--- config.mk ---
export PLATFORM = sky130hd
export DESIGN_NAME = character_class_gbk_validator
export DESIGN_NICKNAME = d
export VERILOG_FILES = /design/src/hw/rtl/ccgv_pkg.sv /design/src/hw/rtl/character_class_gbk_validator.sv /design/src/hw/rtl/ccgv_step.sv
export SDC_FILE = /design/constraint.sdc
export NUM_CORES = 1
export LEC_CHECK = 0
export BUFFER_PORTS_ARGS = -buffer_cell sky130_fd_sc_hd__buf_4
export CAP_MARGIN = 30
export CORE_MARGIN = 3
export CORE_UTILIZATION = 30
export CTS_CLUSTER_SIZE = 25
export DETAILED_ROUTE_END_ITERATION = 6
export PLACE_DENSITY = 0.66
export SETUP_SLACK_MARGIN = 0.02
export SLEW_MARGIN = 20
export SYNTH_ARGS = -nofsm -noshare
export SYNTH_HDL_FRONTEND = slang
export SYNTH_SLANG_ARGS = --single-unit
export TNS_END_PERCENT = 5
--- constraint.sdc ---
create_clock -name aclk -period 2.3 [get_ports aclk]
set_input_delay 0.345 -clock aclk [delete_from_list [all_inputs] [get_ports aclk]]
set_output_delay 0.345 -clock aclk [all_outputs]
set_load 0.01 [all_outputs]
--- src/hw/rtl/ccgv_pkg.sv ---
`timescale 1ns / 1ps

package ccgv_pkg;

    // Character class picked by the mode register.
    typedef enum logic [1:0] {
        MODE_DIGIT     = 2'd0,
        MODE_ASCII_SET = 2'd1,
        MODE_GBK_ONLY  = 2'd2,
        MODE_GBK_MIXED = 2'd3
    } class_mode_t;

    // Register index decoded from the word address.
    localparam int unsigned ADDR_WIDTH   = 3;
    localparam int unsigned DATA_WIDTH   = 32;
    localparam logic        REG_CLASS_MODE = 1'b0;

    // Per-string scan state carried from one byte to the next.
    typedef struct packed {
        logic       pair_lead_pending;
        logic [7:0] pair_lead_value;
        logic       gbk_lead_pending;
        logic       seen_failure;
        logic       seen_terminator;
    } scan_state_t;

    localparam scan_state_t SCAN_CLEAR = '{
        pair_lead_pending: 1'b0,
        pair_lead_value:   8'd0,
        gbk_lead_pending:  1'b0,
        seen_failure:      1'b0,
        seen_terminator:   1'b0
    };

endpackage

--- src/hw/rtl/character_class_gbk_validator.sv ---
`timescale 1ns / 1ps

// Validates a byte string against the character class held in class_mode
// (address 0): digits, an ASCII set with full-width punctuation pairs, GBK
// double-byte only, or mixed ASCII and GBK. One byte is accepted every clock
// cycle while no string-closing byte waits on a full result slot; a byte sits
// in an input register while the scan state is updated, and the pass/fail
// item for a string appears on the result channel the cycle after its last
// byte is taken from that register. The single-byte scan state update sets
// the rate. A write to class_mode starts a new string.
module character_class_gbk_validator (
    input  logic                              aclk,
    input  logic                              aresetn,
    input  logic                              psel,
    input  logic                              penable,
    input  logic                              pwrite,
    input  logic [ccgv_pkg::ADDR_WIDTH-1:0]   paddr,
    input  logic [ccgv_pkg::DATA_WIDTH-1:0]   pwdata,
    output logic [ccgv_pkg::DATA_WIDTH-1:0]   prdata,
    output logic                              pready,
    input  logic                              s_valid,
    output logic                              s_ready,
    input  logic [7:0]                        s_char_byte,
    input  logic                              s_last_byte,
    output logic                              m_valid,
    input  logic                              m_ready,
    output logic                              m_string_ok
);

    ccgv_pkg::class_mode_t mode_reg;
    ccgv_pkg::scan_state_t state_reg;
    ccgv_pkg::scan_state_t state_step;
    logic                  in_valid_reg;
    logic [7:0]            byte_reg;
    logic                  last_reg;
    logic                  out_valid_reg;
    logic                  ok_reg;
    logic                  step_ok;
    logic                  advance;
    logic                  cfg_write;
    logic                  reg_sel;

    // Register port decode.
    assign reg_sel   = paddr[2];
    assign cfg_write = psel && penable && pwrite && (reg_sel == ccgv_pkg::REG_CLASS_MODE);
    assign pready    = 1'b1;
    assign prdata    = (reg_sel == ccgv_pkg::REG_CLASS_MODE) ?
                       {{(ccgv_pkg::DATA_WIDTH-2){1'b0}}, mode_reg} : '0;

    // The held byte moves on unless it closes a string and the result slot is full.
    assign advance = in_valid_reg && (!last_reg || !out_valid_reg || m_ready);
    assign s_ready = !in_valid_reg || advance;

    ccgv_step u_step (
        .mode       (mode_reg),
        .state_cur  (state_reg),
        .char_byte  (byte_reg),
        .last_byte  (last_reg),
        .state_next (state_step),
        .string_ok  (step_ok)
    );

    // Control state: mode, scan state and valid flags.
    always_ff @(posedge aclk) begin
        if (!aresetn) begin
            mode_reg      <= ccgv_pkg::MODE_DIGIT;
            state_reg     <= ccgv_pkg::SCAN_CLEAR;
            in_valid_reg  <= 1'b0;
            out_valid_reg <= 1'b0;
        end else begin
            if (s_ready) begin
                in_valid_reg <= s_valid;
            end
            if (advance && last_reg) begin
                out_valid_reg <= 1'b1;
            end else if (m_ready) begin
                out_valid_reg <= 1'b0;
            end
            if (cfg_write) begin
                mode_reg  <= ccgv_pkg::class_mode_t'(pwdata[1:0]);
                state_reg <= ccgv_pkg::SCAN_CLEAR;
            end else if (advance) begin
                state_reg <= state_step;
            end
        end
    end

    // Payload registers on both sides.
    always_ff @(posedge aclk) begin
        if (s_ready && s_valid) begin
            byte_reg <= s_char_byte;
            last_reg <= s_last_byte;
        end
        if (advance && last_reg) begin
            ok_reg <= step_ok;
        end
    end

    assign m_valid     = out_valid_reg;
    assign m_string_ok = ok_reg;

endmodule

--- src/hw/rtl/ccgv_step.sv ---
`timescale 1ns / 1ps

module ccgv_step (
    input  ccgv_pkg::class_mode_t mode,
    input  ccgv_pkg::scan_state_t state_cur,
    input  logic [7:0]            char_byte,
    input  logic                  last_byte,
    output ccgv_pkg::scan_state_t state_next,
    output logic                  string_ok
);

    localparam logic [7:0] CH_DIGIT_LO   = 8'd48;
    localparam logic [7:0] CH_DIGIT_HI   = 8'd57;
    localparam logic [7:0] LEAD_A1       = 8'd161;
    localparam logic [7:0] LEAD_A3       = 8'd163;
    localparam logic [7:0] HIGH_LIMIT    = 8'd128;
    localparam logic [7:0] TRAIL_LO      = 8'd64;
    localparam logic [7:0] TRAIL_HI      = 8'd254;

    // Plain ASCII bytes accepted by the extended set.
    function automatic logic in_ascii_set(input logic [7:0] b);
        logic hit;
        hit = (b == 8'd10) || (b == 8'd13) || (b == 8'd94) || (b == 8'd124) ||
              (b >= 8'd32 && b <= 8'd35) || (b >= 8'd38 && b <= 8'd57) ||
              (b >= 8'd59 && b <= 8'd90) || (b >= 8'd97 && b <= 8'd122);
        return hit;
    endfunction

    // Full-width punctuation pairs accepted by the extended set.
    function automatic logic pair_ok(input logic [7:0] lead, input logic [7:0] trail);
        logic hit;
        hit = 1'b0;
        if (lead == LEAD_A1) begin
            hit = (trail == 8'd163) || (trail == 8'd177) || (trail == 8'd175);
        end else if (lead == LEAD_A3) begin
            hit = (trail == 8'd172) || (trail == 8'd161) || (trail == 8'd168) ||
                  (trail == 8'd169) || (trail == 8'd191);
        end
        return hit;
    endfunction

    ccgv_pkg::scan_state_t st;
    logic                  high_byte;
    logic                  trail_fits;

    assign high_byte  = (char_byte > HIGH_LIMIT);
    assign trail_fits = (char_byte >= TRAIL_LO) && (char_byte <= TRAIL_HI);

    // Apply one byte to the scan state, then close the string on the last byte.
    always_comb begin
        st        = state_cur;
        string_ok = 1'b0;
        if (!st.seen_terminator) begin
            if (char_byte == 8'd0) begin
                // A lead byte still open at the terminator is a failure.
                if (st.pair_lead_pending || st.gbk_lead_pending) begin
                    st.seen_failure = 1'b1;
                end
                st.pair_lead_pending = 1'b0;
                st.pair_lead_value   = 8'd0;
                st.gbk_lead_pending  = 1'b0;
                st.seen_terminator   = 1'b1;
            end else begin
                case (mode)
                    ccgv_pkg::MODE_DIGIT: begin
                        if (char_byte < CH_DIGIT_LO || char_byte > CH_DIGIT_HI) begin
                            st.seen_failure = 1'b1;
                        end
                    end
                    ccgv_pkg::MODE_ASCII_SET: begin
                        if (st.pair_lead_pending) begin
                            if (!pair_ok(st.pair_lead_value, char_byte)) begin
                                st.seen_failure = 1'b1;
                            end
                            st.pair_lead_pending = 1'b0;
                            st.pair_lead_value   = 8'd0;
                        end else if (!in_ascii_set(char_byte)) begin
                            if (char_byte == LEAD_A1 || char_byte == LEAD_A3) begin
                                st.pair_lead_pending = 1'b1;
                                st.pair_lead_value   = char_byte;
                            end else begin
                                st.seen_failure = 1'b1;
                            end
                        end
                    end
                    default: begin
                        // Both GBK modes share the lead and trail pairing.
                        if (mode == ccgv_pkg::MODE_GBK_ONLY) begin
                            if (!high_byte) begin
                                st.seen_failure = 1'b1;
                            end
                        end else if (!in_ascii_set(char_byte) && !high_byte) begin
                            st.seen_failure = 1'b1;
                        end
                        if (st.gbk_lead_pending) begin
                            if (!trail_fits) begin
                                st.seen_failure = 1'b1;
                            end
                            st.gbk_lead_pending = 1'b0;
                        end else if (high_byte) begin
                            st.gbk_lead_pending = 1'b1;
                        end
                    end
                endcase
            end
        end
        if (last_byte) begin
            // An unterminated string must not end inside a pair.
            if (!st.seen_terminator && (st.pair_lead_pending || st.gbk_lead_pending)) begin
                st.seen_failure = 1'b1;
            end
            string_ok = !st.seen_failure;
            st        = ccgv_pkg::SCAN_CLEAR;
        end
        state_next = st;
    end

endmodule

* After elaboration in Yosys (flattened, before gate mapping)
Cells that the tools add are included.
** Storage, ports and cells
- Flip-flop bits (word level) :: 26
- Output and inout bits :: 36
** Operators by class
- Order comparisons :: 13
- Eq/ne operators :: 18
- Mux-type cells :: 34
- Bitwise operators :: 2
- Reduce and logical (&&, ||, !) cells :: 48
** Operators with widths (number)
- == test 8 bit (second input constant) :: 10
- two-way mux 9 bit :: 4
- two-way mux 1 bit :: 25
- >= comparator 8 x 6 -> 1 bit (second input constant) :: 3
- two-way mux 12 bit :: 2
- logical OR 1 bit :: 20
- == test 8 x 4 -> 1 bit (second input constant) :: 2
- == test 8 x 7 -> 1 bit (second input constant) :: 2
- >= comparator 8 x 7 -> 1 bit (second input constant) :: 2
- less-or-equal comparator 8 x 6 -> 1 bit (second input constant) :: 2
- less-or-equal comparator 8 x 7 -> 1 bit (second input constant) :: 2
- logical AND 1 bit :: 13
- two-way mux 11 bit :: 1
- > comparator 8 x 6 -> 1 bit (second input constant) :: 1
- > comparator 8 bit (second input constant) :: 1
- less-or-equal comparator 8 bit (second input constant) :: 1
- zero test 8 bit :: 1
- < comparator 8 x 6 -> 1 bit (second input constant) :: 1
- zero test 1 bit :: 7
- AND reduction 5 bit :: 1
- inequality test 4 x 3 -> 1 bit (second input constant) :: 1
- nonzero test 4 bit :: 1
- OR reduction 2 bit :: 2
- nonzero test 3 bit :: 1
- other kinds (8) :: 9

* Longest topological paths before layout
Gate-level depths: netlist of run 1.
- Word-level depth :: 22
- Depth in mapped cells :: 9
- Gate-level depth less buffers :: 7

* Cells and area by module
From an unflattened synthesis of run 1, not the netlist that was laid out.
** Unflattened totals
- Cell total of the unflattened synthesis :: 239
- Area, all modules :: 2031.9 µm²
** By module, submodules not included
- character_class_gbk_validator :: times used 1, cells an instance 119, area an instance 1297.5 µm², sequential area each 620.6 µm²
- ccgv_step :: times used 1, cells an instance 120, area an instance 734.5 µm², sequential area each 0.0 µm²

* Least setup slack after synthesis of run 1
No wires, ideal clock.
- Kind :: reg-to-reg
- Start :: register byte_reg[0]
- End :: register ok_reg, in the netlist m_string_ok (data pin)
- Data arrival time :: 1880 ps
- Required time :: 2131 ps
- Slack :: 251 ps
- Cell stages (with the launch flop) :: 9
- Buffers on the path :: 1
- Period minus slack after synthesis :: 2049 ps
- Path through :: edfxtp_1 buf_6 or3b_1 o21ai_2 a22oi_2 o22a_1 a311oi_1 and4bb_1 nor4b_2
** On the way
- Longest elaborated chain between the ends :: 20
- Elaborated cells on any way between the ends :: 82
- Classes of those cells :: order compare (13); eq/ne (12); mux (29); reduce/logical (28)
** Ends and longest elaborated chain
- from (decl) :: RTL line character_class_gbk_validator.sv:34 : logic [7:0] byte_reg;
- from (signal assigned) :: RTL line character_class_gbk_validator.sv:91 : byte_reg <= s_char_byte;
- branches (longest 16 deep; another with >= comparator 8 x 6 -> 1 bit)
- two-way mux 12 bit (*) :: RTL line ccgv_step.sv:53 : if (!st.seen_terminator) begin
- two-way mux 1 bit (*) :: RTL line ccgv_step.sv:109 : if (!st.seen_terminator && (st.pair_lead_pending || st.gbk_lead_pending)) begin
- two-way mux 1 bit (*) :: RTL line ccgv_step.sv:107 : if (last_byte) begin
- zero test 1 bit (*) :: RTL line ccgv_step.sv:112 : string_ok = !st.seen_failure;
- to (signal assigned) :: RTL line character_class_gbk_validator.sv:95 : ok_reg <= step_ok;
- to (decl) :: RTL line character_class_gbk_validator.sv:37 : logic ok_reg;
Mark *: on every way between the ends. The select of a mux whose other input is x is not followed.
A chain may end at the register's enable or synchronous reset.

* Worst setup path after layout of run 1
- Start :: register byte_reg[1]
- End :: register ok_reg, in the netlist m_string_ok (data pin)
The elaborated chain is that of the path after synthesis.

==> key figures, run 1 <==
Timing
  – Fin crit period: ~2300 ps
  – RSZ-0062 raised after global routing: true
  – Crit share post-route: 0.992
  – Relative slew slack: 0.607
  – Worst-Margin Slew: between 500 and 600 ps
  – Crit path setup slack, layout: 18.1 ps
  – Pins over their slew limit: 0
  – F_max: 0.438 GHz
  – Endpoints failing setup: 0
  – Setup total negative slack: 0 ps
  – Layout Skew: around 9.5 ps
  – Endpoints failing hold: 0

Placement
  – Placed wire-length estimate: 2.55 mm
  – GPL Wtd Cong: 0.780
  – Dpl ws: around 14 ps
  – IO Port Bufs: 23

Layout
  – Layout area overhead: 21.6%
  – Area of the multi-input gates: 920 sq um
  – Layout cell share with drive strength beyond 1: 0.287
  – # diodes: 0
  – Most common cell after layout, fill and taps aside: buf_4
  – Filler Cells Inserted: ~530
  – Commonest cells after routing, fill and taps aside: 43 x buf_4, 31 x conb_1, 16 x dfxtp_1
  – FF/Latch Area: 621 sq um
  – Nets: 282
  – Largest register FFs: 12

Pwr
  – PD cells: 494 nW/um^2
  – Worst-case vdd ir drop: 0.000266 V
  – Leakage: 0.835 nW

Logic synthesis
  – Yosys warns: 0
  – Post-Synthesis Cells: 191
  – Synth Flop Type: dfxtp_1
  – Async set or reset register ratio after synthesis: 0
  – Number of synthesized register bits: 26
  – Synthesized area per cell: 8.87 sq um
  – Seq/Total Area, Yosys: 0.366
  – Post-synth cell types: 53
  – Synthesized area: 1690 sq um
  – Post-synth EDFFs: 10

Route
  – DR iter-0 viols: 37
  – Vias per cell: 4.81
  – WL final: 3.57 mm
  – Initial DRT Pass Iterations: 4
  – Drt drc: 0
  – ANT nets after route: 0
  – Vias: 1,444
  – Routed WL per cell: ~12 um

Global routing
  – Largest net degree at the start of global routing: 17
  – Initial antenna violation count: 0
  – Grt total ovfl: 0
  – Total track usage: 0.108
  – Number of global-route vias before repair: 1,272
  – First-pass GRT wire length: roughly 5.6 mm

Clocking
  – Cts hold-fix bufs: 0
  – Clk buf depth: 2
  – Depth of the CTS H-tree: 1
  – CTS Buf Count: 3
  – TritonCTS clock tree: built
  – # clock sinks: 26
  – Root cell of the clock tree: clkbuf_8
  – Worst skew pair latency: 280 ps
  – Clk slew on worst S/H paths: 100 ps

Worst setup path
  – Crit path kind: reg -> reg
  – Max Fanout on Critical Path: 6
  – Worst r2r src: byte_reg[1]
  – R2R depth: 7
  – Critical path, cell by cell: buf_6, or3_1, or2_4, o31ai_2, a31oi_1, and4bb_2, nor4b_2
  – CP startpoint kind: flop
  – Worst EP required: roughly 2400 ps
  – Worst reg2reg setup slack: 20 ps
  – R2R Path End: m_string_ok
  – Crit path largest cell delay: 490 ps
  – Crit path DAT: 2390 ps
  – Critical path endpoint category: flop
  – CP max stage cell: edfxtp_1

Floorplan
  – Die area: 6580 sq um
  – Die H: 81.1 um
  – Cell row count: 26
  – Core ar.: roughly 5300 sq um
  – IO Pins: 87
  – Starting Density: 0.321
  – Die width: 81.1 um

Min path
  – Hold Path Class: in -> reg
  – Hold Crit Start: s_char_byte[4]
  – Hold Path End: byte_reg[4]
  – Hold path depth: 1

Status
  – Status: complete, no violations

Flow run
  – Max_cap viols: 0
-- synthesized netlist by cell type, types with 2 or more instances --
library cell / instances / area share
or2_2: 2 / 0.0074
nor2b_1: 7 / 0.026
nand4_1: 6 / 0.022
nand3_1: 5 / 0.015
a31oi_1: 5 / 0.018
nor2_1: 13 / 0.029
a21oi_1: 12 / 0.035
o41ai_1: 2 / 0.010
nand2_1: 7 / 0.016
o21ai_0: 8 / 0.024
nor3_1: 4 / 0.012
edfxtp_1: 10 / 0.18
or3_1: 3 / 0.011
nor4b_1: 2 / 0.010
dfxtp_1: 16 / 0.19
nand2b_1: 2 / 0.0074
a311oi_1: 3 / 0.016
and3_1: 2 / 0.0074
buf_4: 34 / 0.15
conb_1: 2 / 0.0044
a2bb2oi_1: 2 / 0.010
and2_1: 5 / 0.018
o22a_1: 2 / 0.010
inv_1: 4 / 0.0089
buf_6: 2 / 0.013
buf_2: 3 / 0.0089
mux2i_1: 2 / 0.012
-- routing by layer --
layer	vias up	part of all wire	wire (um)	global-route usage
met5	-	0	0	0
met3	11	0.064	227	0.0222
met1	661	0.44	1570	0.131
met4	0	0.024	86	0.0557
li1	711	-	-	-
met2	61	0.47	1690	0.178
-- cell type report --
class | count | share of cell area
clock buffers | 4 | 0.0322
flip-flops and latches | 26 | 0.301
repair buffers | 46 | 0.170
multi-input cells | 150 | 0.447
well taps | 70 | 0.0425
inverters | 4 | 0.00729
-- report_power, final --
| part | total [mW] | internal (mW) | switching (mW) | leakage [nW] |
|---|---|---|---|---|
| clock | 0.342 | 0.190 | 0.152 | 0.0339 |
| combinational | 0.171 | 0.0776 | 0.0938 | 0.573 |
| sequential | 0.503 | 0.492 | 0.0114 | 0.228 |
-- repair_timing --
item,4_1_cts,5_1_grt
gates resized for setup,2,10
cloned,0,0
buffers inserted,3,6
setup endpoints to repair,1,9
pin swaps,1,5
-- worst max path at each step --
stage / from / endpoint
floorplan: byte_reg[0] / m_string_ok
global placement: byte_reg[1] / m_string_ok
detailed placement: byte_reg[3] / m_string_ok
CTS: byte_reg[0] / m_string_ok
global route: byte_reg[1] / m_string_ok
finish: byte_reg[1] / m_string_ok
-- critical path: cells and delay by family, from the launching register on --
kind | cells | cell delay, ps
AOI/OAI and AO/OA | 2 | 330
buffers and inverters | 1 | 170
DFF | 1 | 490
and+or+nand+nor | 4 | 1120
-- kinds of logic (layout without fill, tap and decap cells) --
group / Yosys count / in the layout / share of synthesized area
AO/OA/AOI/OAI: 47 / 47 / 0.186
XOR/XNOR: 1 / 1 / 0.00517
buffers and inverters: 44 / 54 / 0.184
flip-flops: 26 / 26 / 0.366
multiplexers: 2 / 2 / 0.0118
other: 2 / 31 / 0.00443
AND/OR/NAND/NOR: 69 / 69 / 0.242
-- per-stage QoR --
| step | hold WS, ps | utilization | total power [mW] | area [sq um] | cells |
|---|---|---|---|---|---|
| floorplan | 430 | - | 0.648 | 1800 | 220 |
| global placement | 443 | 0.355 | 0.658 | 1870 | 287 |
| detailed placement | 447 | 0.355 | 0.660 | 1870 | 287 |
| CTS | 228 | 0.374 | 1.01 | 1970 | 294 |
| global route | 222 | 0.391 | 1.07 | 2060 | 300 |
| finish | 233 | 0.391 | 1.02 | 2060 | 300 |
(Power assumes the default switching activity.)
==> run 2: changes to the inputs <==
--- a/config.mk
+++ b/config.mk
@@ -7,7 +7,6 @@
 export LEC_CHECK = 0
 export BUFFER_PORTS_ARGS = -buffer_cell sky130_fd_sc_hd__buf_4
 export CAP_MARGIN = 30
-export CORE_MARGIN = 3
 export CORE_UTILIZATION = 30
 export CTS_CLUSTER_SIZE = 25
 export DETAILED_ROUTE_END_ITERATION = 6
==> key figures, run 2 (synthesized netlist as in run 1, its figures left out) <==
Floorplan
  – Core ar.: 5270 sq um (unchanged)
  – Die H: 77.1 um (-4.9%)
  – Die width: 77.1 um (-4.9%)
  – Starting Density: 0.321 (unchanged)
  – Die area: 5950 sq um (-9.6%)
  – Cell row count: 26 (unchanged)
  – IO Pins: 87 (unchanged)

Pwr
  – Seq pwr share: 0.504 (+0.009)
  – Cell Int Power: 750 uW (-1.1%)
  – Leakage: 0.806 nW (-3.5%)
  – Worst-case vdd ir drop: 0.000315 V (+18%)
  – PD cells: 500 nW/um^2 (+1.2%)
  – Sw Ratio: 0.249 (-0.00420)
  – Overall power consumption: 999 uW (-1.7%)
  – Comb pwr share: 0.157 (-0.012)
  – Clock group share of total power: 0.338 (+0.002)
  – NetSw: 249 uW (-3.3%)

Route
  – Initial DRT Pass Iterations: 4 (unchanged)
  – ANT nets after route: 0 (unchanged)
  – Vias per cell: 4.77 (-0.91%)
  – Routed WL per cell: 10.9 um (-8.0%)
  – Drt drc: 0 (unchanged)
  – Vias: 1,407 (-2.6%)
  – DR iter-0 viols: 34 (-8.1%)
  – WL final: 3.22 mm (-9.6%)

Worst setup path
  – Max Fanout on Critical Path: 5 (-1)
  – Worst EP required: 2400 ps (about the same)
  – Crit path largest cell delay: 510 ps (+20 ps)
  – Crit path max-delay family: simple AND/OR/NAND/NOR gates
  – CP startpoint kind: flop
  – Buf/Inv on CP: 1 (unchanged)
  – Crit path DAT: 2380 ps (about the same)
  – Crit path kind: reg -> reg
  – CP max stage cell: edfxtp_1
  – Critical path endpoint category: flop
  – Critical path, cell by cell: buf_4, or3_1, or2_1, o31ai_2, a31oi_1, and4bb_1, nor4b_2

Timing
  – F_max: 0.440 GHz (+0.30%)
  – Setup total negative slack: 0 ps (unchanged)
  – Endpoints failing hold: 0 (unchanged)
  – Endpoints failing setup: 0 (unchanged)
  – Crit path setup slack, layout: 24.8 ps (+6.71 ps)
  – Fin crit period: 2280 ps (-6.71 ps)
  – Pins over their slew limit: 0 (unchanged)
  – Layout Skew: 5.18 ps (-4.30 ps)
  – RSZ-0062 raised after global routing: true
  – Crit share post-route: 0.989 (-0.00292)

Layout
  – Commonest cells after routing, fill and taps aside: 39 x buf_4, 31 x conb_1, 16 x dfxtp_1
  – Layout cell share with drive strength beyond 1: 0.244 (-0.0425)
  – Layout Utilization: 0.380 (-0.0112)
  – Nets: 277 (-1.8%)
  – Fin area: 2000 sq um (-2.9%)
  – Largest register FFs: 12 (unchanged)
  – Layout area overhead: 18.1%
  – Most common cell after layout, fill and taps aside: buf_4
  – # diodes: 0 (unchanged)

Placement
  – Placed wire-length estimate: 2.39 mm (-6.1%)
  – GPL Wtd Cong: 0.843 (+8.1%)
  – IO Port Bufs: 23 (unchanged)
  – Dpl ws: 32.8 ps (+18.4 ps)
  – Dpl cell area: 1860 sq um (-0.80%)

Global routing
  – First-pass GRT wire length: 5.23 mm (-6.3%)
  – Total track usage: 0.106 (-0.00168)
  – Grt total ovfl: 0 (unchanged)
  – Largest net degree at the start of global routing: 17 (unchanged)
  – Initial antenna violation count: 0 (unchanged)
  – Number of global-route vias before repair: 1,221 (-4.0%)

Clocking
  – Worst skew pair latency: 270 ps (about the same)
  – Root cell of the clock tree: clkbuf_8
  – TritonCTS clock tree: built
  – Clk slew on worst S/H paths: 100 ps (about the same)
  – Clk buf depth: 2 (unchanged)
  – # clock sinks: 26 (unchanged)
  – Cts hold-fix bufs: 0 (unchanged)
  – Depth of the CTS H-tree: 1 (unchanged)
  – CTS Buf Count: 3 (unchanged)

Status
  – Status: complete, no violations

Min path
  – Hold Path Class: in -> reg

Flow run
  – Max_cap viols: 0 (unchanged)
[run 2: metal layers]
layer | vias to the layer above | part of all wire | wire length (um) | global-route usage
met5 | - | 0 | 0 | 0
met4 | 0 | 0.0059 | 19 | 0.0283
met3 | 2 | 0.047 | 152 | 0.0179
met2 | 57 | 0.48 | 1550 | 0.185
met1 | 647 | 0.47 | 1510 | 0.133
li1 | 701 | - | - | -
[run 2: what timing repair did]
item,4_1_cts,5_1_grt
gates resized for setup,1,6
buffers inserted,3,2
setup endpoints to repair,1,2
[run 2: power by group through the flow]
stage                     Sequential (mW)  Clock [mW]  Combinational, mW
after floorplan                     0.509           0              0.138
after global placement              0.516           0              0.140
after detailed placement            0.516           0              0.142
after CTS                           0.504       0.348              0.148
after global routing                0.506       0.366              0.173
final                               0.504       0.338              0.157
[run 2: worst paths after layout]
path	startpoint	to	slack, ps	depth (start not counted)
max	byte_reg[1]	m_string_ok	20	7
min	s_char_byte[1]	byte_reg[1]	240	1
max reg2reg	byte_reg[1]	m_string_ok	20	7
min reg2reg	state_reg[9]	state_reg[9]	470	1
[run 2: layout make-up]
type | instances | area, sq um
Inverter | 4 | 15.0
Sequential cell | 26 | 621
Clock buffer | 4 | 66.3
Timing Repair Buffer | 41 | 309
Tap cell | 70 | 87.6
Multi-Input combinational cell | 150 | 902
Fill cell | 520 | 3270
[run 2: through the flow]
stage | hold WS (ps) | std cells
6_report | 242 | 295
5_1_grt | 226 | 295
4_1_cts | 236 | 292
3_5_place_dp | 451 | 285
3_3_place_gp | 444 | 285
2_1_floorplan | 430 | 220
==> run 3: changes to the inputs <==
--- a/config.mk
+++ b/config.mk
@@ -10,7 +10,7 @@
 export CORE_UTILIZATION = 30
 export CTS_CLUSTER_SIZE = 25
 export DETAILED_ROUTE_END_ITERATION = 6
-export PLACE_DENSITY = 0.66
+export PLACE_DENSITY = 0.61
 export SETUP_SLACK_MARGIN = 0.02
 export SLEW_MARGIN = 20
 export SYNTH_ARGS = -nofsm -noshare
==> key figures, run 3 (synthesized netlist as in run 1, its figures left out) <==
Worst setup path
  – Worst reg2reg setup slack: -30 ps (-50 ps)
  – Worst r2r src: byte_reg[3]
  – R2R depth: 9 (+2)
  – CP startpoint kind: flop
  – R2R Path End: m_string_ok
  – Crit path kind: reg -> reg
  – Max Fanout on Critical Path: 6 (+1)
  – Worst EP required: 2330 ps (-70 ps)
  – Crit path DAT: 2360 ps (-20 ps)
  – Critical path endpoint category: flop

Placement
  – Placed wire-length estimate: 2.41 mm (+0.61%)
  – IO Port Bufs: 23 (unchanged)
  – DP Cell Count: 289 (+1.4%)
  – Dpl ws: 11.4 ps (-21.4 ps)
  – GPL Wtd Cong: 0.832 (-1.3%)

Timing
  – Crit path setup slack, layout: -27.5 ps (-52.3 ps)
  – Pins over their slew limit: 0 (unchanged)
  – Crit share post-route: 1.01 (+0.0227)
  – Endpoints failing setup: 1 (+1)
  – RSZ-0062 raised after global routing: true
  – WHS: 240 ps (-2.05 ps)
  – F_max: 0.430 GHz (-2.2%)
  – Fin crit period: 2330 ps (+52.3 ps)
  – Endpoints failing hold: 0 (unchanged)
  – Layout Skew: 7.81 ps (+2.64 ps)

Route
  – WL final: 3.43 mm (+6.5%)
  – Routed WL per cell: 11.4 um (+4.4%)
  – ANT nets after route: 0 (unchanged)
  – Vias: 1,444 (+2.6%)
  – DR iter-0 viols: 34 (unchanged)
  – Vias per cell: 4.80 (+0.58%)
  – Drt drc: 0 (unchanged)
  – Initial DRT Pass Iterations: 4 (unchanged)

Global routing
  – Initial antenna violation count: 0 (unchanged)
  – Largest net degree at the start of global routing: 17 (unchanged)
  – First-pass GRT wire length: 5.46 mm (+4.5%)
  – Grt total ovfl: 0 (unchanged)
  – Total track usage: 0.110 (+0.00457)
  – Number of global-route vias before repair: 1,241 (+1.6%)

Floorplan
  – Cell row count: 26 (unchanged)
  – Die width: 77.1 um (unchanged)
  – Die H: 77.1 um (unchanged)
  – IO Pins: 87 (unchanged)
  – Starting Density: 0.321 (unchanged)
  – Core ar.: 5270 sq um (unchanged)
  – Die area: 5950 sq um (unchanged)

Pwr
  – Cell Int Power: 763 uW (+1.6%)
  – Leakage: 0.878 nW (+8.9%)
  – Seq pwr share: 0.495 (-0.009)
  – Clock group share of total power: 0.332 (-0.006)
  – Comb pwr share: 0.174 (+0.017)
  – PD cells: 481 nW/um^2 (-3.7%)
  – Worst-case vdd ir drop: 0.000340 V (+8.0%)
  – NetSw: 256 uW (+2.8%)
  – Sw Ratio: 0.251 (+0.00224)

Layout
  – # diodes: 0 (unchanged)
  – Layout cell share with drive strength beyond 1: 0.307 (+0.0629)
  – Largest register FFs: 12 (unchanged)
  – Non-filler cells in the finished layout: 301 (+2.0%)
  – Layout area overhead: 25.0%
  – Most common cell after layout, fill and taps aside: buf_4
  – Filler Cells Inserted: 523 (+0.58%)
  – Commonest cells after routing, fill and taps aside: 42 x buf_4, 31 x conb_1, 16 x dfxtp_1
  – Nets: 283 (+2.2%)

Status
  – Status: complete, but fails checks
  – Failing checks: negative setup slack

Clocking
  – Clk buf depth: 2 (unchanged)
  – # clock sinks: 26 (unchanged)
  – Root cell of the clock tree: clkbuf_8
  – Clk slew on worst S/H paths: 100 ps (about the same)
  – TritonCTS clock tree: built
  – CTS Buf Count: 3 (unchanged)
  – Worst skew pair latency: 270 ps (about the same)
  – Depth of the CTS H-tree: 1 (unchanged)

Min path
  – Hold Path Class: in -> reg
  – Hold Path End: last_reg
  – Hold path depth: 1 (unchanged)
  – Hold Crit Start: s_last_byte

Flow run
  – Max_cap viols: 0 (unchanged)
==> run 3: power by group through the flow <==
stage                     clock, mW  combinational, mW  sequential, mW
final                         0.338              0.177           0.504
after global routing          0.368              0.192           0.507
after CTS                     0.344              0.154           0.503
after detailed placement          0              0.150           0.514
after global placement            0              0.148           0.514
after floorplan                   0              0.138           0.509
==> run 3: metrics by stage <==
step	instance area, sq um	power, mW	utilization	TNS, ps
after floorplan	1800	0.648	-	0
after global placement	1890	0.662	0.358	0
after detailed placement	1890	0.664	0.358	0
after CTS	1980	1.00	0.376	0
after global routing	2120	1.07	0.402	-150
final	2120	1.02	0.402	-27.5
==> run 3: worst max-delay path by stage <==
stage	slack, ps	cells past startpoint	end	startpoint
2_1_floorplan	250	8	m_string_ok	byte_reg[0]
3_3_place_gp	70	7	m_string_ok	byte_reg[3]
3_5_place_dp	10	8	m_string_ok	byte_reg[1]
4_1_cts	20	8	m_string_ok	byte_reg[1]
5_1_grt	-150	8	m_string_ok	byte_reg[3]
6_report	-30	9	m_string_ok	byte_reg[3]
==> run 3: cell type report <==
type | instances | area, sq um | area share
Inverter | 4 | 15.0 | 0.00709
Timing Repair Buffer | 47 | 363 | 0.171
Sequential cell | 26 | 621 | 0.293
Tap cell | 70 | 87.6 | 0.0414
Clock buffer | 4 | 66.3 | 0.0313
Multi-Input combinational cell | 150 | 965 | 0.456
==> run 3: repair_timing <==
item | 4_1_cts | 5_1_grt
hold buffers | 0 | 0
pin swaps | 2 | 9
resized for setup | 3 | 18
endpoints found under the setup margin | 1 | 6
buffers inserted | 2 | 5
==> run 3: metal layers <==
| layer | up-vias | routed length, um | share of wire | GRT usage |
|---|---|---|---|---|
| met3 | 6 | 138 | 0.040 | 0.0179 |
| met4 | 0 | 53 | 0.015 | 0.0321 |
| met1 | 662 | 1560 | 0.45 | 0.143 |
| met5 | - | 0 | 0 | 0 |
| li1 | 717 | - | - | - |
| met2 | 59 | 1680 | 0.49 | 0.187 |
==> run 3: worst max-delay path, cell delays in order (launching register included) <==
cell,delay [ps]
edfxtp_1,520
buf_4,180
buf_4,120
a211o_1,250
and3_1,190
a2bb2oi_2,150
o22a_1,170
a311oi_2,110
and4bb_1,340
nor4b_2,60
